**src/sv/fabd_pkg.sv**
```systemverilog
// Shared types, constants and helper functions of the face anchor box decoder.
// No dependencies; imported by every module of the block.
package fabd_pkg;

  localparam int NUM_LEVELS       = 3;
  localparam int ANCHORS_PER_CELL = 2;
  localparam int NUM_LANDMARKS    = 5;
  localparam int MAX_INPUT_SIDE   = 1024;

  localparam int ANCHOR_W = (ANCHORS_PER_CELL > 1) ? $clog2(ANCHORS_PER_CELL) : 1;
  localparam int LM_W     = $clog2(NUM_LANDMARKS + 1);

  localparam int LEVEL_W  = 2;
  localparam int INDEX_W  = 8;
  localparam int SHIFT_W  = 3;
  localparam int SIDE_W   = 11;
  localparam int FRAME_W  = 14;
  localparam int SCORE_W  = 16;
  localparam int SCALE_W  = 24;
  localparam int OFFSET_W = 16;
  localparam int COORD_W  = 25;
  localparam int Q8_W     = 23;   // centre +/- offset*stride, Q.8 input pixels
  localparam int PROD_W   = 48;   // Q8_W signed times unsigned scale

  // item kind codes, input and result
  localparam logic KIND_HEAD     = 1'b0;
  localparam logic KIND_LANDMARK = 1'b1;

  // log2 of the stride of each level (8, 16, 32)
  localparam logic [SHIFT_W-1:0] LEVEL_SHIFT [3] = '{3'd3, 3'd4, 3'd5};

  localparam logic signed [33:0] COORD_MAX = 34'sd16777215;
  localparam logic signed [33:0] COORD_MIN = -34'sd16777216;

  typedef struct packed {
    logic [SIDE_W-1:0]  input_width;
    logic [SIDE_W-1:0]  input_height;
    logic [SCORE_W-1:0] score_threshold;
  } cfg_t;

  // walker view of the current item
  typedef struct packed {
    logic               emit;
    logic               last;
    logic [SHIFT_W-1:0] shift;
    logic [INDEX_W-1:0] col;
    logic [INDEX_W-1:0] row;
  } walk_t;

  function automatic logic [SHIFT_W-1:0] level_shift(input logic [LEVEL_W-1:0] level);
    if (32'(level) < NUM_LEVELS) begin
      return LEVEL_SHIFT[level];
    end
    return LEVEL_SHIFT[0];
  endfunction

  // feature grid dimension: min(side, MAX_INPUT_SIDE) >> shift, at least 1
  function automatic logic [INDEX_W:0] feat_dim(input logic [SIDE_W-1:0] side,
                                                input logic [SHIFT_W-1:0] shift);
    logic [SIDE_W:0] s;
    logic [SIDE_W:0] d;
    s = ({1'b0, side} > (SIDE_W+1)'(MAX_INPUT_SIDE)) ? (SIDE_W+1)'(MAX_INPUT_SIDE)
                                                     : {1'b0, side};
    d = s >> shift;
    return (d == '0) ? (INDEX_W+1)'(1) : d[INDEX_W:0];
  endfunction

  function automatic logic signed [COORD_W-1:0] sat_coord(input logic signed [33:0] v);
    if (v > COORD_MAX) begin
      return COORD_MAX[COORD_W-1:0];
    end
    if (v < COORD_MIN) begin
      return COORD_MIN[COORD_W-1:0];
    end
    return v[COORD_W-1:0];
  endfunction

endpackage

```
**src/sv/fabd_walker.sv**
```systemverilog
// Anchor walker: tracks level, grid position, anchor and landmark slot.
// Decides per item whether a result is emitted. Depends on fabd_pkg.
module fabd_walker (
  input  logic                        clk,
  input  logic                        rst,
  input  logic                        accept,
  input  logic                        kind,
  input  logic [fabd_pkg::SCORE_W-1:0] score,
  input  fabd_pkg::cfg_t              cfg,
  output fabd_pkg::walk_t             walk
);
  import fabd_pkg::*;

  logic [LEVEL_W-1:0]  level;
  logic [INDEX_W-1:0]  row;
  logic [INDEX_W-1:0]  col;
  logic [ANCHOR_W-1:0] anchor;
  logic [LM_W-1:0]     lm;
  logic                kept;

  logic                expect_head;
  logic                keep_now;
  logic                final_one;
  logic                matched;
  logic [SHIFT_W-1:0]  shift;
  logic [ANCHOR_W:0]   anchor_inc;
  logic                anchor_wrap;
  logic [INDEX_W:0]    col_inc;
  logic                col_wrap;
  logic [INDEX_W:0]    row_inc;
  logic                row_wrap;
  logic [LEVEL_W:0]    level_inc;
  logic [ANCHOR_W-1:0] anchor_next;
  logic [INDEX_W-1:0]  col_next;
  logic [INDEX_W-1:0]  row_next;
  logic [LEVEL_W-1:0]  level_next;

  always_comb begin
    expect_head = (lm == '0);
    keep_now    = (score >= cfg.score_threshold);
    final_one   = (lm >= LM_W'(NUM_LANDMARKS));
    matched     = expect_head ? (kind == KIND_HEAD) : (kind == KIND_LANDMARK);
    shift       = level_shift(level);

    // position advance after the final landmark
    anchor_inc  = {1'b0, anchor} + 1'b1;
    anchor_wrap = (anchor_inc >= (ANCHOR_W+1)'(ANCHORS_PER_CELL));
    anchor_next = anchor_wrap ? '0 : anchor_inc[ANCHOR_W-1:0];
    col_inc     = {1'b0, col} + (INDEX_W+1)'(anchor_wrap);
    col_wrap    = (col_inc >= feat_dim(cfg.input_width, shift));
    col_next    = col_wrap ? '0 : col_inc[INDEX_W-1:0];
    row_inc     = {1'b0, row} + (INDEX_W+1)'(col_wrap);
    row_wrap    = (row_inc >= feat_dim(cfg.input_height, shift));
    row_next    = row_wrap ? '0 : row_inc[INDEX_W-1:0];
    level_inc   = {1'b0, level} + (LEVEL_W+1)'(row_wrap);
    level_next  = (level_inc >= (LEVEL_W+1)'(NUM_LEVELS)) ? '0 : level_inc[LEVEL_W-1:0];

    walk.emit   = matched && (expect_head ? keep_now : kept);
    walk.last   = !expect_head && final_one;
    walk.shift  = shift;
    walk.col    = col;
    walk.row    = row;
  end

  always_ff @(posedge clk) begin
    if (rst) begin
      level  <= '0;
      row    <= '0;
      col    <= '0;
      anchor <= '0;
      lm     <= '0;
      kept   <= 1'b0;
    end else if (accept && matched) begin
      if (expect_head) begin
        kept <= keep_now;
        lm   <= LM_W'(1);
      end else if (final_one) begin
        kept   <= 1'b0;
        lm     <= '0;
        anchor <= anchor_next;
        col    <= col_next;
        row    <= row_next;
        level  <= level_next;
      end else begin
        lm <= lm + 1'b1;
      end
    end
  end

endmodule

```
**config.mk**
```make
export PLATFORM = sky130hd
export DESIGN_NAME = fabd_walker
export DESIGN_NICKNAME = d
export VERILOG_FILES = /design/src/sv/fabd_pkg.sv /design/src/sv/fabd_walker.sv
export SDC_FILE = /design/constraint.sdc
export NUM_CORES = 1
export LEC_CHECK = 0
export BUFFER_PORTS_ARGS = -buffer_cell sky130_fd_sc_hd__clkbuf_2
export CAP_MARGIN = 20
export CORE_MARGIN = 2
export CORE_UTILIZATION = 50
export CTS_BUF_LIST = sky130_fd_sc_hd__clkbuf_8
export CTS_CLUSTER_DIAMETER = 60
export CTS_CLUSTER_SIZE = 10
export DETAILED_ROUTE_END_ITERATION = 10
export PLACE_DENSITY = 0.76
export SLEW_MARGIN = 20
export SYNTH_ARGS = -nofsm -noshare
export SYNTH_HDL_FRONTEND = slang
export SYNTH_SLANG_ARGS = --single-unit
export TNS_END_PERCENT = 50
```
**constraint.sdc**
```tcl
create_clock -name clk -period 7.47 [get_ports clk]
set_input_delay 1.1205 -clock clk [delete_from_list [all_inputs] [get_ports clk]]
set_output_delay 1.1205 -clock clk [all_outputs]
set_load 0.02 [all_outputs]
```
* Yosys cells after proc, flatten, opt, wreduce, memory -nomap -nowiden *
Cells that the tools add are included.

cells by class
  add/subtract/negate cells = 5
  $lt $le $gt $ge = 10
  shift operators = 2
  multiplexer cells = 20
  bitwise operators = 3
  reduce and logical (&&, ||, !) cells = 10

operators by type and width
  cell                                                 count
  zero test 12 bit                                     2
  >> shifter 11 x 3 -> 12 bit                          2
  > comparator 11 bit, second input constant           2
  two-way mux 11 bit                                   2
  adder 8 x 1 -> 9 bit                                 2
  >= comparator 9 bit                                  2
  two-way mux 3 bit                                    6
  two-way mux 9 bit                                    2
  >= comparator 16 bit                                 1
  two-way mux 8 bit                                    2
  binary-select mux 3 bit (select 2 bit)               1
  >= comparator 3 bit, second input constant           2
  two-way mux 1 bit                                    6
  adder 2 x 1 -> 3 bit                                 1
  adder 3 x 1 -> 3 bit, second input constant          1
  >= comparator 3 x 2 -> 1 bit, second input constant  1
  logical AND 1 bit                                    3
  zero test 3 bit                                      1
  NOT 2 -> 3 bit                                       1
  AND reduction 3 bit                                  1
  adder 1 x 1 -> 2 bit, second input constant          1
  >= comparator 2 bit, second input constant           1
  less-than comparator 2 bit, second input constant    1
  two-way mux 2 bit                                    1
  other kinds (4)                                      5

storage, ports and cells
  register bits = 23
  input port bits = 58

* Depth between registers and ports, before layout *
  depth in word-level cells = 15
  depth in mapped cells = 28
  gate-level depth less buffers = 27

* Worst setup path after synthesis *
OpenSTA, ideal clock, no wires.

  kind = input to register
  start point = input cfg[29] (netlist bit)
  end point = register level[0]
  setup time = 0.065 ns
  arrival = 5.373 ns
  required time = 7.405 ns
  setup slack = 2.032 ns
  stages on the path = 24
  buffers on the path = 0
  path through = nor4_1 > nand3_1 > nand2_1 > o31ai_1 > a32o_1 > ha_1 > nand2b_1 > a211o_1 > a21oi_4 > nor2_1 > ha_1 > ha_1 > nand3_1 > xnor2_1 > ha_1 > a211oi_1 > o21ai_1 > a21oi_2 > nor2_1 > ha_1 > ha_1 > nor4b_1 > a21oi_1 > nor2_1

between the ends
  cells in the longest elaborated chain, start to end = 11

RTL lines
  what                             line               RTL
  start, declared                  fabd_walker.sv:9   input fabd_pkg::cfg_t cfg,
  > comparator 11 bit              fabd_pkg.sv:62     s = ({1'b0, side} > (SIDE_W+1)'(MAX_INPUT_SIDE)) ? (SIDE_W+1)'(MAX_INPUT_SIDE)
  two-way mux 11 bit (*)           fabd_pkg.sv:62
  >> shifter 11 x 3 -> 12 bit (*)  fabd_pkg.sv:64     d = s >> shift;
  zero test 12 bit                 fabd_pkg.sv:65     return (d == '0) ? (INDEX_W+1)'(1) : d[INDEX_W:0];
  two-way mux 9 bit (*)            fabd_pkg.sv:65
  >= comparator 9 bit (*)          fabd_walker.sv:50  col_wrap = (col_inc >= feat_dim(cfg.input_width, shift));
  adder 8 x 1 -> 9 bit (*)         fabd_walker.sv:52  row_inc = {1'b0, row} + (INDEX_W+1)'(col_wrap);
  >= comparator 9 bit (*)          fabd_walker.sv:53  row_wrap = (row_inc >= feat_dim(cfg.input_height, shift));
  adder 2 x 1 -> 3 bit (*)         fabd_walker.sv:55  level_inc = {1'b0, level} + (LEVEL_W+1)'(row_wrap);
  >= comparator 3 x 2 -> 1 bit     fabd_walker.sv:56  level_next = (level_inc >= (LEVEL_W+1)'(NUM_LEVELS)) ? '0 : level_inc[LEVEL_W-1:0];
  two-way mux 2 bit (*)            fabd_walker.sv:56
  end signal, assigned             fabd_walker.sv:83  level <= level_next;
  end, declared                    fabd_walker.sv:14  logic [LEVEL_W-1:0] level;

Every way passes the cells marked *; elsewhere a longest branch is shown, timed or not.
A chain may end at the register's enable or synchronous reset.

* Worst setup path after layout *
  start point = register level[1]
  end point = register level[0]

between the ends
  cells in the longest elaborated chain, start to end = 15

RTL lines
  what                                                   line               RTL
  NOT 2 -> 3 bit (implied by the code)                   fabd_pkg.sv:52     return LEVEL_SHIFT[level];
  binary-select mux 3 bit (select 2 bit)                 fabd_pkg.sv:52
  two-way mux 3 bit (implied by the code) (2 in series)  fabd_pkg.sv:52
  two-way mux 3 bit                                      fabd_pkg.sv:51     if (32'(level) < NUM_LEVELS) begin
  two-way mux 3 bit                                      fabd_pkg.sv:54     return LEVEL_SHIFT[0];
  >> shifter 11 x 3 -> 12 bit                            fabd_pkg.sv:64
  zero test 12 bit                                       fabd_pkg.sv:65
  two-way mux 9 bit                                      fabd_pkg.sv:65
  >= comparator 9 bit                                    fabd_walker.sv:50
  adder 8 x 1 -> 9 bit                                   fabd_walker.sv:52
  >= comparator 9 bit                                    fabd_walker.sv:53
  adder 2 x 1 -> 3 bit (*)                               fabd_walker.sv:55
  >= comparator 3 x 2 -> 1 bit                           fabd_walker.sv:56
  two-way mux 2 bit (*)                                  fabd_walker.sv:56

Every way passes the cells marked *; elsewhere a longest branch is shown, timed or not. The select of a mux whose other input is x is not followed.

==> flow_summary.yaml <==
min_path:
  min_path_type: "register to register"
  min_from: "col[0]"
  hold_depth: 2
logic_synthesis:
  yosysTopAreaCell: "ha_1"
  yosysTopAreaCellShare_pct: 19.9
  synth_area_mm2: 0.00276
  synth_flop_cell: "dfxtp_1"
  ys_types: 54
  synth_most_common_cell: "ha_1"
  yosysSeqAreaShare_pct: 16.7
  yosys-top-cells-area: "ha_1, dfxtp_1, a21oi_1"
  synthArstFlopShare_pct: 0
  synth_cells: 366
  syn-num-nets: 468
  ys_ff_latch: 23
  synth-edff-count: 0
  yosys-top-cells-count: "ha_1, nand2_1, a21oi_1, nor2_1, inv_1"
  postSynthAreaPerCell_um2: 7.54
  yosysWarnings: 0
place:
  dp_hpwl_um: 5100
  dpl_cell_area_mm2: 0.00316
  port_buffers: 78
  place_congestion: 0.794
  pre_cts_ws_ns: 1.46
cells_and_area:
  fillers: 508
  fin_area_mm2: 0.00321
  final_core_util_pct: 59.3
  multi_input_area_mm2: 0.00211
  register_area_um2: 460
  synthToLayoutAreaGrowth_pct: 16.1
  diodes: 0
  fin_nets: 534
  drive_gt1_share_pct: 21.6
setup_path:
  arrival_ns: 6.05
  regToRegStartpoint: "level[1]"
  crit_fanout: 28
  r2r_cells: 24
  worst_path_max_delay_cell: "ha_1"
  cp-start-kind: "register"
  crit_chain: "inv_1 > ha_1 > nor3_1 > a2111oi_0 > a32o_1 > ha_1 > nand2b_1 > a211o_1 > a21oi_4 > nor2_1 > ha_1 > ha_1 > nand3_1 > xnor2_1 > ha_1 > a211oi_1 > o21ai_1 > a21oi_2 > nor2_1 > ha_1 > ha_1 > nor4b_1 > a21oi_1 > nor2_1"
  crit_type: "register to register"
  cpPeakStageDelay_ns: 0.81
  cp_common_cell: "ha_1"
  worstSetupStartpoint: "level[1]"
  worstPathRequired_ns: 7.67
  crit_path_end_kind: "register"
sta:
  setup_viol: 0
  worst_pin_slew_ns: 1.04
  max_slew_margin_pct: 30.6
  post-route-period-util_pct: 78.4
  max_freq_ghz: 0.171
  finClkSkew_ns: 0.00478
  fin_setup_tns_ns: 0
  rsz0062_at_grt: "false"
  drv_slew: 0
  fin_crit_ns: 5.86
  holdWs_ns: 0.482
  setup_ws_ns: 1.61
  hold_viol_final: 0
run_status:
  outcome: "complete, no violations"
power_and_ir_drop:
  ir_worst_vdd_mv: 0.0611
  powerDensity_mw_per_mm2: 86.5
  p_leak_nw: 1.50
die:
  initial_core_util_pct: 51.1
  dieArea_mm2: 0.00613
  rows: 27
  die_x_um: 78.3
  coreArea_mm2: 0.00541
  die_y_um: 78.3
  io_pins: 79
route:
  wl_per_cell_um: 12.2
  routed_wl_um: 6160
  drt_iter0_drc: 46
  drc: 0
  vias: 2773
  final_antenna_net_count: 0
  vias_per_cell: 5.51
  drtPass1Iterations: 4
global_routing:
  antenna_found_initial: 0
  grt_pass1_wl_um: 10900
  grt_usage_pct: 20.8
  overflow: 0
  grt_pass1_vias: 2571
  grt_max_degree: 30
clock_network:
  path_clk_slew_ns: 0.08
  clockBufferDepth: 2
  clockRootBuffer: "clkbuf_8"
  clkLatencyLatePin_ns: 0.26
  clock-sinks: 23
  postCtsHoldBufs: 0
  cts_tree: "done"
  cts_setup_buffers: 0
  h-tree-depth: 1
  post_cts_resized: 0
  cts_buffers: 3
run:
  max-cap-violations: 0
## critical path, delay by kind of cell (launching register included)
family,cells,cell delay (ns)
compound gates,8,1.88
xor+xnor,1,0.17
fa+ha+maj,7,2.27
buf+inv,1,0.06
flops,1,0.38
simple gates,7,1.04
## power by group
group | leakage [nW] | total, mW | switching, mW | internal (mW)
clock | 0.0255 | 0.0771 | 0.0398 | 0.0372
combinational | 1.29 | 0.0757 | 0.0410 | 0.0347
sequential | 0.185 | 0.125 | 0.00101 | 0.124
## flip-flops by register name, indices dropped and copies added, names as in the netlist
name,cells
col,8
row,8
lm,3
level,2
anchor,1
kept,1
## cells in the final DEF, fill, tap and decap left out, types with 2 or more instances in the layout
cell,Yosys,final
and2_1,5,5
o21a_1,5,5
nand4_1,4,4
a211o_1,3,3
clkbuf_8,0,3
inv_1,25,25
nor3_1,9,9
o22ai_1,9,9
o31ai_1,3,3
nand3_1,14,14
o21ai_0,7,7
and3_1,5,5
mux2_1,2,2
nand3b_1,2,2
a211oi_1,5,5
nor4_1,7,7
nand2b_1,4,4
o21ai_1,6,6
nor2_1,27,27
mux2i_1,11,11
ha_1,44,44
dfxtp_1,23,23
a2111oi_0,2,2
xor2_1,7,7
a21oi_1,34,34
a21o_1,2,2
o211ai_1,10,10
xnor2_1,7,7
nor3b_1,2,2
clkbuf_2,0,78
nand2_1,40,40
nor2b_1,5,5
## worst paths after layout
path	end	slack [ns]
hold reg to reg	col[0]	0.48
hold / removal	col[0]	0.48
setup / recovery	level[0]	1.61
setup reg to reg	level[0]	1.61
## layer usage
metal  track usage (%)  vias to the layer above  wire [um]
met1              26.7                     1236       2830
met3              1.61                        6        306
met2              38.0                       81       2970
met4              4.56                        0         55
met5                 0                        -          0
li1                  -                     1450          -
## final cells by class
type | instances | area share, %
Timing Repair Buffer | 79 | 12.4
Inverter | 26 | 3.04
Sequential cell | 23 | 14.4
Clock inverter | 1 | 0.156
Clock buffer | 3 | 1.29
Multi-Input combinational cell | 299 | 65.9
Tap cell | 72 | 2.81
## cell families (layout without fill, tap and decap cells)
kind of cell / count (synthesis) / in the layout / share of synthesized area (%)
flops: 23 / 23 / 16.7
simple gates: 130 / 130 / 23.4
xor+xnor: 14 / 14 / 4.44
fa+ha+maj: 44 / 44 / 19.9
compound gates: 95 / 95 / 22.2
mux: 16 / 16 / 6.53
buf+inv: 44 / 109 / 6.75
## through the flow
step | std cells | power (mW)
CTS | 503 | 0.281
detailed placement | 499 | 0.204
global route | 503 | 0.297
floorplan | 366 | 0.175
global placement | 499 | 0.201
finish | 503 | 0.277
No activity file was read; power rests on OpenSTA's default activity.
