## config.mk

```make
export PLATFORM = sky130hd
export DESIGN_NAME = fabd_scaler
export DESIGN_NICKNAME = d
export VERILOG_FILES = /design/src/sv/fabd_pkg.sv /design/src/sv/fabd_scaler.sv
export SDC_FILE = /design/constraint.sdc
export NUM_CORES = 1
export LEC_CHECK = 0
export BUFFER_PORTS_ARGS = -buffer_cell sky130_fd_sc_hd__buf_2
export CORE_ASPECT_RATIO = 0.75
export CORE_MARGIN = 3
export CORE_UTILIZATION = 60
export DETAILED_ROUTE_END_ITERATION = 7
export GPL_ROUTABILITY_DRIVEN = 0
export MAX_ROUTING_LAYER = met4
export PLACE_DENSITY = 0.83
export SLEW_MARGIN = 15
export SYNTH_ARGS = -nofsm -noshare
export SYNTH_HDL_FRONTEND = slang
export SYNTH_SLANG_ARGS = --single-unit
export TNS_END_PERCENT = 1
```

## constraint.sdc

```tcl
create_clock -name clk -period 8.65 [get_ports clk]
set_input_delay 0.4325 -clock clk [delete_from_list [all_inputs] [get_ports clk]]
set_output_delay 0.4325 -clock clk [all_outputs]
set_load 0.01 [all_outputs]
```

## src/sv/fabd_pkg.sv

```systemverilog
// Shared types, constants and helper functions of the face anchor box decoder.
// No dependencies; imported by every module of the block.
package fabd_pkg;

  localparam int NUM_LEVELS       = 3;
  localparam int ANCHORS_PER_CELL = 2;
  localparam int NUM_LANDMARKS    = 5;
  localparam int MAX_INPUT_SIDE   = 1024;

  localparam int ANCHOR_W = (ANCHORS_PER_CELL > 1) ? $clog2(ANCHORS_PER_CELL) : 1;
  localparam int LM_W     = $clog2(NUM_LANDMARKS + 1);

  localparam int LEVEL_W  = 2;
  localparam int INDEX_W  = 8;
  localparam int SHIFT_W  = 3;
  localparam int SIDE_W   = 11;
  localparam int FRAME_W  = 14;
  localparam int SCORE_W  = 16;
  localparam int SCALE_W  = 24;
  localparam int OFFSET_W = 16;
  localparam int COORD_W  = 25;
  localparam int Q8_W     = 23;   // centre +/- offset*stride, Q.8 input pixels
  localparam int PROD_W   = 48;   // Q8_W signed times unsigned scale

  // item kind codes, input and result
  localparam logic KIND_HEAD     = 1'b0;
  localparam logic KIND_LANDMARK = 1'b1;

  // log2 of the stride of each level (8, 16, 32)
  localparam logic [SHIFT_W-1:0] LEVEL_SHIFT [3] = '{3'd3, 3'd4, 3'd5};

  localparam logic signed [33:0] COORD_MAX = 34'sd16777215;
  localparam logic signed [33:0] COORD_MIN = -34'sd16777216;

  typedef struct packed {
    logic [SIDE_W-1:0]  input_width;
    logic [SIDE_W-1:0]  input_height;
    logic [SCORE_W-1:0] score_threshold;
  } cfg_t;

  // walker view of the current item
  typedef struct packed {
    logic               emit;
    logic               last;
    logic [SHIFT_W-1:0] shift;
    logic [INDEX_W-1:0] col;
    logic [INDEX_W-1:0] row;
  } walk_t;

  function automatic logic [SHIFT_W-1:0] level_shift(input logic [LEVEL_W-1:0] level);
    if (32'(level) < NUM_LEVELS) begin
      return LEVEL_SHIFT[level];
    end
    return LEVEL_SHIFT[0];
  endfunction

  // feature grid dimension: min(side, MAX_INPUT_SIDE) >> shift, at least 1
  function automatic logic [INDEX_W:0] feat_dim(input logic [SIDE_W-1:0] side,
                                                input logic [SHIFT_W-1:0] shift);
    logic [SIDE_W:0] s;
    logic [SIDE_W:0] d;
    s = ({1'b0, side} > (SIDE_W+1)'(MAX_INPUT_SIDE)) ? (SIDE_W+1)'(MAX_INPUT_SIDE)
                                                     : {1'b0, side};
    d = s >> shift;
    return (d == '0) ? (INDEX_W+1)'(1) : d[INDEX_W:0];
  endfunction

  function automatic logic signed [COORD_W-1:0] sat_coord(input logic signed [33:0] v);
    if (v > COORD_MAX) begin
      return COORD_MAX[COORD_W-1:0];
    end
    if (v < COORD_MIN) begin
      return COORD_MIN[COORD_W-1:0];
    end
    return v[COORD_W-1:0];
  endfunction

endpackage

```

## src/sv/fabd_scaler.sv

```systemverilog
// One coordinate lane: multiply by the inverse scale, then round half up
// to Q.8 and saturate to 25 bits. Two register stages. Depends on fabd_pkg.
module fabd_scaler (
  input  logic                              clk,
  input  logic                              en_prod,
  input  logic                              en_coord,
  input  logic signed [fabd_pkg::Q8_W-1:0]  q8,
  input  logic [fabd_pkg::SCALE_W-1:0]      inv_scale,
  output logic signed [fabd_pkg::COORD_W-1:0] coord
);
  import fabd_pkg::*;

  logic signed [SCALE_W:0]    scale_s;
  logic signed [PROD_W-1:0]   prod;
  logic signed [PROD_W-1:0]   rounded;
  logic signed [PROD_W-17:0]  shifted;

  assign scale_s = $signed({1'b0, inv_scale});
  assign rounded = prod + PROD_W'(32768);
  assign shifted = rounded[PROD_W-1:16];   // floor divide by 2^16

  always_ff @(posedge clk) begin
    if (en_prod) begin
      prod <= PROD_W'(q8) * PROD_W'(scale_s);
    end
    if (en_coord) begin
      coord <= sat_coord(34'(shifted));
    end
  end

endmodule
```

Word-level counts from Yosys, hierarchy flattened --
Cells that the tools add are included.
Storage, ports and cells: bits of input ports 50, flip-flop bits (word level) 73, output and inout bits 25, logic and storage cells 15
Cells by class: $lt $le $gt $ge 2, add/subtract/negate cells 1, mux-type cells 9, multipliers 1
Operators by type and width (number):
- 2-to-1 mux 25 bit | 4
- adder 48 x 17 -> 48 bit (second input constant) | 1
- multiplier 23 x 25 -> 48 bit | 1
- greater-than comparator 32 x 25 -> 1 bit (second input constant) | 1
- < comparator 32 x 25 -> 1 bit (second input constant) | 1
- 2-to-1 mux 1 bit | 5

Depth between registers and ports, before layout --
Gate-level depths: netlist (run 1).
word-level depth 8, mapped depth 27, depth with buffers taken out 26

Worst setup path before layout (run 1) --
Ideal clock, no wire load.
kind input to register, from input inv_scale[12] (netlist name), to register prod[30], data pin, setup time 0.265 ns, buffers on the path 1, data required time 8.385 ns, stages 25, data arrival time 6.671 ns, path slack 1.713 ns, path through clkbuf_1 > nand2_1 > fa_1 > inv_1 > fa_1 > inv_1 > fa_1 > inv_1 > fa_1 > ha_1 > fa_1 > inv_1 > fa_1 > inv_1 > ha_1 > a21o_1 > a21oi_1 > o21ai_0 > a2111oi_1 > o31ai_1 > a21oi_1 > o21bai_1 > a221oi_1 > o21ai_0 > xor2_1
Between the ends: cells in the longest elaborated chain, start to end 1
RTL lines:
- start: declaration | RTL line fabd_scaler.sv:8 | input logic [fabd_pkg::SCALE_W-1:0] inv_scale,
- multiplier 23 x 25 -> 48 bit | RTL line fabd_scaler.sv:24 | prod <= PROD_W'(q8) * PROD_W'(scale_s);
- end signal: assignment | RTL line fabd_scaler.sv:24
- end: declaration | RTL line fabd_scaler.sv:14 | logic signed [PROD_W-1:0] prod;
No other way between the ends. A chain may end at the register's enable or synchronous reset.

Worst setup path after layout (run 1) --
from input q8[8] (netlist name), to register prod[47], data pin
Between the ends: cells in the longest elaborated chain, start to end 1
RTL lines:
- start: declaration | RTL line fabd_scaler.sv:7 | input logic signed [fabd_pkg::Q8_W-1:0] q8,
- multiplier 23 x 25 -> 48 bit | RTL line fabd_scaler.sv:24
No other way between the ends.

==> results.txt, run 1 <==
* Outcome: complete, no violations
- Drt pass-1 iters: 6
* Vias per Instance: 5.70
- The floorplan has 58 rows.
- Required time at the worst-slack endpoint: 8.72 ns
- Clock-pin slew was measured on the worst setup and hold paths at 0.05 ns.
* Overflow left after global routing: 0
- The routed design has 52900 um of wire.
- Entering global routing, the biggest net connects 34 pins.
- At the end of the flow the core is filled with cells to 0.643.
- Fmax: 133 MHz
* Final number of max-transition violations: 0
* DRT antenna net count: 0
- The initial antenna violation count is 2.
- Post-Layout Cell Count: 2752
- Relative to the synthesized area, the layout overhead comes to 3.91%.
* Placed wire-length estimate: 41900 um
- Critical Path Most Common Cell: sky130_fd_sc_hd__fa_1
- In the final routed layout, each cell accounts on average for 19.2 um.
- The clock reaches the later pin of the worst-skew pair after 0.32 ns.
- Counting tap cells, the placed design contains a total of 2735 instances.
* Hold Fails Final Rpt: 0
- Buffers from clock root to sink, at most: 2
- Category of the worst setup path capture point: flop
- Worst Max-Slew Pin Slew: 0.856 ns
* Die boundary height: 168 um
- Kind of critical path: in2reg
* Synthesized instance count: 2310
- After clock tree synthesis, the flow added hold-fix buffers numbering 0.
- Total number of yosys warnings: 0
* TritonCTS Sinks: 58
- Post-synth EDFFs: 58
- Overall die width: 222 um
- TritonCTS built the clock tree.
* Max cap viols: 0
- Net count reported at finish: 3003
* First-pass GRT wire length: 86800 um
- Final routed DRC violation total: 0
* Core area: 34000 um^2
* IO Count: 75
- Number of global-route vias before repair: 17124
- Net count after synthesis: 3017
- Leading cell type in the layout, fill and taps excluded: sky130_fd_sc_hd__inv_1
* Synth unique cells: 61
- sky130_fd_sc_hd__fa_1 takes more of the synthesized area than any other cell.
* Proportion of synthesized chip area in sequential cells: 0.0827
- Total number of vias: 15688
- In this run the number of H-tree levels came out at 3.
* Worst Clk Skew: 0.00396 ns
- Synthesized area: 21100 um^2
* Slew margin rel.: 0.429
- In the layout the commonest cells are sky130_fd_sc_hd__inv_1, sky130_fd_sc_hd__fa_1, sky130_fd_sc_hd__nand2_1.
- Total of flip-flops plus latches after synthesis: 58
- The floorplan step defined a die boundary enclosing 37400 um^2.
- Slowest cell on the critical path: sky130_fd_sc_hd__fa_1
* Most common flop cell mapped by yosys: sky130_fd_sc_hd__edfxtp_1
* CTS Root Cell: sky130_fd_sc_hd__clkbuf_16
- Once the clock tree was built, the setup fixing pass inserted 0 buffers.
* Tmin final: 7.55 ns
- Final worst path period share: 0.872
- CP max stage delay: 0.57 ns
* Worst hold slack after final layout: 0.638 ns
- Share of the synthesized area in the top cell type: 0.438
- CP Data Arrival Time: 7.61 ns
* Average cell area after synthesis: 9.11 um^2
- Ranked by total cell area, the synthesized netlist is headed by sky130_fd_sc_hd__fa_1, sky130_fd_sc_hd__ha_1, sky130_fd_sc_hd__inv_1.
* Number of buffers inserted by port buffering: 74
- Setup violations remaining at the end of the flow were counted as 0.
- All-Layer GR Usage: 0.302
- Setup repair after global routing left no endpoint under its margin.
* DRC marker count from the first detailed-route iteration: 1472
- Counting the buffers created by CTS gives 9.
- The path class of the tightest hold or removal check is in2reg.
- In this run the worst path has a maximum fanout of 24.
* Post-CTS Resized: 0
* Share of synthesized registers carrying an async set or reset: 0
- Critical path startpoint category: primary input
* Sum of negative setup slack: 0 ns
* Share of cells above drive strength 1: 0.0487
* Starting density of the core: 0.619
-- per-layer routing --
metal,part of all wire,GRT usage,vias up
met1,0.38,0.388,7872
met4,0.032,0.0954,0
met2,0.48,0.489,888
met3,0.11,0.0610,157
li1,-,-,6771
met5,0,-,-
-- through the flow --
step | cell area (um^2) | setup slack (ns)
3_3_place_gp | 21600 | 1.18
5_1_grt | 21900 | 0.863
4_1_cts | 21900 | 1.26
3_5_place_dp | 21600 | 0.975
6_report | 21900 | 1.10
2_1_floorplan | 21100 | 1.71
-- state kept, by name (all words and copies together) (netlist names) --
| name | flops |
|---|---|
| coord | 25 |
| prod | 33 |
-- cell families (layout without fill, tap and decap cells) --
family          Yosys count  in the layout  share of synthesized area
compound gates          144            144                     0.0444
flops                    58             58                     0.0827
mux                       2              2                   0.000951
xor+xnor                 61             61                     0.0254
fa+ha+maj               657            657                      0.555
buf+inv                 679            669                      0.123
other cells               0              2                          0
simple gates            709            709                      0.169
-- cell type report --
cell class / instances / area (um^2)
Fill cell: 2625 / 12200
Antenna cell: 2 / 5.00
Sequential cell: 58 / 1740
Tap cell: 450 / 563
Clock inverter: 4 / 43.8
Multi-Input combinational cell: 1573 / 16700
Timing Repair Buffer: 77 / 393
Inverter: 577 / 2170
Clock buffer: 11 / 233
-- critical path, delay by kind of cell --
family                   cells  cell delay [ns]
buffers and inverters        6             0.82
adder cells (fa/ha/maj)      8             3.90
XOR/XNOR                     1             0.15
AND/OR/NAND/NOR              2             0.50
AO/OA/AOI/OAI                8             1.79
-- path summary, 6_finish.rpt --
path / from / endpoint / slack, ns / cells after the start
min reg2reg: prod[35] / coord[19] / 0.64 / 2
max: q8[8] / prod[47] / 1.10 / 25
min: en_coord / coord[18] / 0.64 / 1
max reg2reg: prod[16] / coord[4] / 5.09 / 8
-- Yosys cell counts, types with 6 or more instances --
cell / number
sky130_fd_sc_hd__a21o_1: 21
sky130_fd_sc_hd__a21oi_1: 37
sky130_fd_sc_hd__and2_1: 254
sky130_fd_sc_hd__and3_1: 8
sky130_fd_sc_hd__clkbuf_1: 98
sky130_fd_sc_hd__edfxtp_1: 58
sky130_fd_sc_hd__fa_1: 461
sky130_fd_sc_hd__ha_1: 196
sky130_fd_sc_hd__inv_1: 577
sky130_fd_sc_hd__nand2_1: 323
sky130_fd_sc_hd__nand2b_1: 17
sky130_fd_sc_hd__nand3_1: 25
sky130_fd_sc_hd__nand4_1: 8
sky130_fd_sc_hd__nor2_1: 45
sky130_fd_sc_hd__o21ai_0: 35
sky130_fd_sc_hd__o21ai_2: 9
sky130_fd_sc_hd__o21bai_1: 6
sky130_fd_sc_hd__o31ai_1: 6
sky130_fd_sc_hd__xnor2_1: 29
sky130_fd_sc_hd__xor2_1: 32
Power of run 1 is not shown: default switching activity piles up to over one toggle a cycle in this logic, so the estimate is an artifact.
==> run 2: changes to the inputs <==
--- a/config.mk
+++ b/config.mk
@@ -12,7 +12,8 @@
 export DETAILED_ROUTE_END_ITERATION = 7
 export GPL_ROUTABILITY_DRIVEN = 0
 export MAX_ROUTING_LAYER = met4
-export PLACE_DENSITY = 0.83
+export PLACE_DENSITY = 0.86
+export SKIP_LAST_GASP = 1
 export SLEW_MARGIN = 15
 export SYNTH_ARGS = -nofsm -noshare
 export SYNTH_HDL_FRONTEND = slang
==> results.txt, run 2 (synthesized netlist as in run 1, its figures left out) <==
- Critical Path, Cell by Cell: buf_2, nand2_1, fa_1, inv_1, fa_1, inv_1, fa_1, inv_1, fa_1, inv_1, fa_1, inv_1, fa_1, fa_1, ha_1, a21oi_1, o21ai_0, a2111oi_1, o31ai_1, a21oi_1, o21bai_1, a221oi_1, o21ai_0, xor2_1
- Hold Fails Final Rpt: 0 (unchanged)
- The post-CTS clock slew at the launch and capture registers of the worst setup and hold paths is 0.05 ns (about the same).
* Category of the worst setup path capture point: flop (unchanged)
- The minimum period implied by the final worst setup slack is 7.54 ns (was 7.55 ns).
- Max FFs per register: 33 (unchanged)
- Number of antenna violations at the first check in global routing: 2 (unchanged)
- The count of standard-cell rows was 58 (unchanged).
- Number of buffers inserted by port buffering: 74 (unchanged)
- The number of cells traversed by the worst hold path was 1 (unchanged).
- Buffers from clock root to sink, at most: 2 (unchanged)
* Critical Path Most Common Cell: sky130_fd_sc_hd__fa_1 (unchanged)
- Die outline area: 37400 um^2 (unchanged)
- Number of cells on the worst reg-to-reg path: 8 (unchanged)
* Fmax: 133 MHz (about the same)
- The ratio of final minimum period to clock period is 0.872 (about the same).
* Clock insertion delay at the later pin of the skew report: 0.32 ns (about the same)
- The worst slew margin relative to its limit is 0.418 (was 0.429).
- Uppermost routed layer: met4 (unchanged)
- All-Layer GR Usage: 0.301 (was 0.302)
- Kind of critical path: in2reg (unchanged)
- TritonCTS Sinks: 58 (unchanged)
- Met3 WL post-DR: 5190 um (was 5790 um)
- The max-slew violation total from the final report came to 0 (unchanged).
- Die boundary height: 168 um (unchanged)
- The number of hold buffers added after cts came to 0 (unchanged).
- The number of gates resized after cts was 0 (unchanged).
- The worst flop-to-flop path startpoint was prod[16] (unchanged).
* Critical path startpoint category: primary input (unchanged)
- Area overhead of the layout relative to synthesis: 3.81% (was 3.91%)
* Drt pass-1 iters: 5 (was 6)
- Starting density of the core: 0.619 (unchanged)
- The register containing the most flip-flops in the final layout was prod (unchanged).
- The routed length per placed instance came to 19.3 um (was 19.2 um).
* Leading cell type in the layout, fill and taps excluded: sky130_fd_sc_hd__inv_1 (unchanged)
- The clock tree from TritonCTS is yes (unchanged).
- Regs by FF count: prod x33, coord x25 (unchanged)
* Placed wire-length estimate: 41800 um (was 41900 um)
* Required time at the worst-slack endpoint: 8.71 ns (was 8.72 ns)
- The count of antenna-violating nets left after detailed routing is 0 (unchanged).
* CTS Root Cell: sky130_fd_sc_hd__clkbuf_16 (unchanged)
- The setup TNS was 0 ns (unchanged).
- Most used cells in the layout excluding fill and tap cells: sky130_fd_sc_hd__inv_1, sky130_fd_sc_hd__fa_1, sky130_fd_sc_hd__nand2_1 (unchanged)
- TritonCTS buffer count: 9 (unchanged)
* IO Count: 75 (unchanged)
* Met1 wire length: 20300 um (was 20000 um)
* Slowest cell on the critical path: sky130_fd_sc_hd__fa_1 (unchanged)
* Crit-path max FO: 24 (unchanged)
* Overall die width: 222 um (unchanged)
- The count of fill cells added during filler insertion is 2597 (was 2625).
* Source of the worst hold timing path: en_coord (unchanged)
* Core area: 34000 um^2 (unchanged)
- Worst Max-Slew Pin Slew: 0.873 ns (was 0.856 ns)
* Met2 routed wirelength: 25500 um (was 25400 um)
- The pin count of the biggest net entering global routing came to 34 (unchanged).
- Outcome: complete, no violations (unchanged).
- RSZ-0062 raised after global routing: no (unchanged)
* DRC marker count from the first detailed-route iteration: 1373 (was 1472)
* Startpoint of the most critical setup path: q8[2] (was q8[8])
- Final routed DRC violation total: 0 (unchanged)
* Number of global-route vias before repair: 17560 (was 17124)
* Class of the tightest hold or removal check: in2reg (unchanged)
- Final Setup Violations: 0 (unchanged)
* CP Data Arrival Time: 7.61 ns (about the same)
- Worst Clk Skew: 0.00547 ns (was 0.00396 ns)
* Net count reported at finish: 3003 (unchanged)
- Overflow left after global routing: 0 (unchanged)
* First-pass GRT wire length: 87200 um (was 86800 um)
* CP max stage delay: 0.57 ns (about the same)
* Share of cells above drive strength 1: 0.0491 (was 0.0487)
- Total number of vias: 15827 (was 15688)
- Wire length after detailed routing: 53000 um (was 52900 um)
- Level count of the clock H-tree: 3 (unchanged)
* Buffer count from post-CTS setup fixing: 0 (unchanged)
- The via density per instance is 5.75 (was 5.70).
* Max cap viols: 0 (unchanged)
-- run 2: cell count changes in the layout (fill, tap and decap cells not counted), sizes merged --
cell,change
bufinv,-1
clkinv,+1
diode,+1
-- run 2: cell type report --
type | instances | area [um^2] | share of cell area
timing repair buffer | 77 | 393 | 0.0180
sequential | 58 | 1740 | 0.0797
clock buffer | 11 | 233 | 0.0106
inverter | 577 | 2170 | 0.0991
multi-input combinational | 1573 | 16700 | 0.766
clock inverter | 4 | 20.0 | 0.000916
antenna | 3 | 7.51 | 0.000343
tap | 450 | 563 | 0.0258
-- run 2: worst paths after layout --
| check | to | slack [ns] |
|---|---|---|
| max reg2reg | coord[13] | 5.09 |
| min | coord[19] | 0.64 |
| min reg2reg | coord[19] | 0.67 |
| max | prod[30] | 1.11 |
-- run 2: layer usage --
metal	GRT usage	vias to the layer above
met5	-	-
li1	-	6775
met4	0.0979	0
met3	0.0699	178
met1	0.380	8014
met2	0.486	860
-- run 2: per-stage QoR --
| step | utilization | hold slack, ns | worst slack, ns | instances | area (um^2) |
|---|---|---|---|---|---|
| floorplan | - | 0.545 | 1.71 | 2310 | 21100 |
| global placement | 0.635 | 0.634 | 1.19 | 2735 | 21600 |
| detailed placement | 0.635 | 0.661 | 0.881 | 2735 | 21600 |
| CTS | 0.642 | 0.650 | 1.21 | 2750 | 21800 |
| global route | 0.642 | 0.690 | 0.848 | 2752 | 21900 |
| finish | 0.642 | 0.643 | 1.11 | 2753 | 21900 |
-- run 2: worst max-delay path: cells and delay by family --
| kind | cells | cell delay [ns] |
|---|---|---|
| adder cells (fa/ha/maj) | 8 | 3.94 |
| buffers and inverters | 6 | 0.70 |
| AND/OR/NAND/NOR | 1 | 0.18 |
| XOR/XNOR | 1 | 0.17 |
| AO/OA/AOI/OAI | 8 | 2.14 |
Power of run 2 is left out for the same reason.
==> run 3: changes to the inputs <==
--- a/config.mk
+++ b/config.mk
@@ -7,12 +7,13 @@
 export LEC_CHECK = 0
 export BUFFER_PORTS_ARGS = -buffer_cell sky130_fd_sc_hd__buf_2
 export CORE_ASPECT_RATIO = 0.75
-export CORE_MARGIN = 3
+export CORE_MARGIN = 4
 export CORE_UTILIZATION = 60
 export DETAILED_ROUTE_END_ITERATION = 7
 export GPL_ROUTABILITY_DRIVEN = 0
 export MAX_ROUTING_LAYER = met4
 export PLACE_DENSITY = 0.86
+export RECOVER_POWER = 100
 export SKIP_LAST_GASP = 1
 export SLEW_MARGIN = 15
 export SYNTH_ARGS = -nofsm -noshare
==> results.txt, run 3 (synthesized netlist as in run 1, its figures left out) <==
- CP Data Arrival Time: 8.04 ns (was 7.61 ns)
* Sequential cell area: 1740 um^2 (unchanged)
- The final hold violation count came to 0 (unchanged).
* Worst Clk Skew: 0.00558 ns (was 0.00547 ns)
- Final number of max-transition violations: 34 (was 0)
* Buffers from clock root to sink, at most: 2 (unchanged)
- Clock-pin slew of the registers on the worst-case setup and hold paths: 0.05 ns (about the same)
* Outcome: finished with violations (was complete, no violations)
- Average wire per cell in the routed design: 19.4 um (was 19.3 um)
* Core area: 34600 um^2 (was 34000 um^2)
- Met2 routed wirelength: 25300 um (was 25500 um)
- Source of the worst hold timing path: prod[35] (was en_coord)
* Number of cells on the worst reg-to-reg path: 8 (unchanged)
- The number of placed I/O pins is 75 (unchanged).
- Max cap viols: 1 (was 0)
* DRC marker count from the first detailed-route iteration: 1365 (was 1373)
- The count of standard-cell rows was 59 (was 58).
- Class of the tightest hold or removal check: reg2reg (was in2reg)
* Number of buffers inserted for hold repair after clock tree synthesis: 0 (unchanged)
* Share of cells above drive strength 1: 0.0313 (was 0.0491)
* Post-CTS Resized: 0 (unchanged)
* Final Setup Violations: 0 (unchanged)
- The setup TNS is 0 ns (unchanged).
* Slew margin rel.: -0.186 (was 0.418)
* Starting density of the core: 0.608 (was 0.619)
* Placed wire-length estimate: 42300 um (was 41800 um)
- The total number of clock tree sinks is 58 (unchanged).
- Tmin final: 7.97 ns (was 7.54 ns)
- The via count of the routed design was 15702 (was 15827).
* TritonCTS buffer count: 9 (unchanged)
* DRT antenna net count: 0 (unchanged)
* Number of antenna violations at the first check in global routing: 2 (unchanged)
- Drt pass-1 iters: 6 (was 5)
- The via density per instance came to 5.70 (was 5.75).
- The routed wire length on met3 was 5600 um (was 5190 um).
- The total congestion overflow is 0 (unchanged).
* Critical path startpoint category: primary input (unchanged)
- Post-Layout Cell Count: 2756 (was 2753)
- Number of buffers inserted by port buffering: 74 (unchanged)
* Area used by multi-input combinational logic: 16700 um^2 (about the same)
* Crit-path max FO: 23 (was 24)
* Wire length after detailed routing: 53400 um (was 53000 um)
- The start-to-end type of the worst setup path was in2reg (unchanged).
- The number of design rule violations left after detail routing came to 0 (unchanged).
- The highest metal layer with signal wires is met4 (unchanged).
* Overall die width: 224 um (was 222 um)
- The flip-flop count of the largest register after layout came to 33 (unchanged).
- Die boundary height: 170 um (was 168 um)
- The clock tree from TritonCTS is yes (unchanged).
* Leading cell type in the layout, fill and taps excluded: sky130_fd_sc_hd__inv_1 (unchanged)
- Met1 wire length: 20200 um (was 20300 um)
- The setup slack of the worst register-to-register path was 5.27 ns (was 5.09 ns).
* Level count of the clock H-tree: 3 (unchanged)
* End point of the most critical hold path: coord[19] (unchanged)
* Worst hold path cell count: 2 (was 1)
* First-pass GRT wire length: 87900 um (was 87200 um)
* Area overhead of the layout relative to synthesis: 3.41% (was 3.81%)
- Maximum number of pins on one net before global-route repair: 34 (unchanged)
- Final worst path period share: 0.921 (was 0.872)
- The count of fill cells added during filler insertion came to 2665 (was 2597).
* Clock insertion delay at the later pin of the skew report: 0.33 ns (was 0.32 ns)
- Source of the worst register-to-register timing path: prod[15] (was prod[16])
- Worst Max-Slew Pin Slew: 1.78 ns (was 0.873 ns)
* Die outline area: 38200 um^2 (was 37400 um^2)
- The via count of the first global-routing pass came to 17578 (was 17560).
* Buffer count from post-CTS setup fixing: 0 (unchanged)
- The type of element capturing the critical path was a flop (unchanged).
- The critical path data required time is 8.72 ns (was 8.71 ns).
* Number of placed cells counting well taps: 2743 (was 2735)
* FF-to-FF End: coord[21] (was coord[13])
- CTS Root Cell: sky130_fd_sc_hd__clkbuf_16 (unchanged)
- Fmax: 126 MHz (was 133 MHz)
- The global-route usage over all layers came to 0.299 (was 0.301).
- The net total in the final layout is 3004 (was 3003).
* Most used cells in the layout excluding fill and tap cells: sky130_fd_sc_hd__inv_1, sky130_fd_sc_hd__fa_1, sky130_fd_sc_hd__nand2_1 (unchanged)
- The register containing the most flip-flops in the final layout was prod (unchanged).
- Violated checks: capacitance limit, slew limit
- Worst hold slack after final layout: 0.663 ns (was 0.643 ns)
- Regs by FF count: prod x33, coord x25 (unchanged).
* RSZ-0062 raised after global routing: no (unchanged)
run 3: changes by cell type in the layout (fill, tap and decap cells not counted), sizes merged:
cell    delta
diode      -2
clkinv     -2
clkbuf    +27
buf       -27
run 3: cell type report:
cell class / instances / area share
diodes: 1 / 0.000115
clock buffers: 10 / 0.0105
clock inverters: 2 / 0.000402
inverters: 577 / 0.0995
multi-input cells: 1573 / 0.766
flip-flops and latches: 58 / 0.0800
well taps: 457 / 0.0263
repair buffers: 78 / 0.0168
run 3: worst max path at each step:
stage / startpoint / to / slack, ns / depth (start not counted)
after global placement: q8[2] / prod[30] / 0.98 / 25
after CTS: q8[2] / prod[30] / 1.08 / 25
after floorplan: inv_scale[12] / prod[30] / 1.71 / 25
final: inv_scale[4] / prod[30] / 0.68 / 25
after global routing: inv_scale[4] / prod[47] / 0.50 / 23
after detailed placement: q8[2] / prod[30] / 0.76 / 24
run 3: critical path: stages:
cell	delay (ns)
sky130_fd_sc_hd__clkbuf_1	0.97
sky130_fd_sc_hd__nand2_1	0.19
sky130_fd_sc_hd__fa_1	0.43
sky130_fd_sc_hd__inv_1	0.09
sky130_fd_sc_hd__fa_1	0.41
sky130_fd_sc_hd__inv_1	0.08
sky130_fd_sc_hd__fa_1	0.40
sky130_fd_sc_hd__inv_1	0.09
sky130_fd_sc_hd__fa_1	0.43
sky130_fd_sc_hd__ha_1	0.33
sky130_fd_sc_hd__fa_1	0.54
sky130_fd_sc_hd__inv_1	0.06
sky130_fd_sc_hd__fa_1	0.55
sky130_fd_sc_hd__inv_1	0.06
sky130_fd_sc_hd__ha_1	0.34
sky130_fd_sc_hd__a21o_1	0.21
sky130_fd_sc_hd__a21oi_1	0.12
sky130_fd_sc_hd__o21ai_0	0.11
sky130_fd_sc_hd__a2111oi_1	0.70
sky130_fd_sc_hd__o31ai_1	0.29
sky130_fd_sc_hd__a21oi_1	0.31
sky130_fd_sc_hd__o21bai_1	0.18
sky130_fd_sc_hd__a221oi_1	0.39
sky130_fd_sc_hd__o21ai_0	0.16
sky130_fd_sc_hd__xor2_1	0.16
run 3: routing by layer:
metal / vias to the layer above / global-route usage
li1: 6763 / -
met1: 7862 / 0.377
met2: 900 / 0.477
met3: 177 / 0.0648
met4: 0 / 0.118
met5: - / -
run 3: through the flow:
step	util	cell area (um^2)	setup WS (ns)
detailed placement	0.624	21600	0.759
floorplan	-	21100	1.71
finish	0.629	21800	0.682
global route	0.629	21800	0.502
CTS	0.631	21900	1.08
global placement	0.624	21600	0.984
Power of run 3 is left out for the same reason.
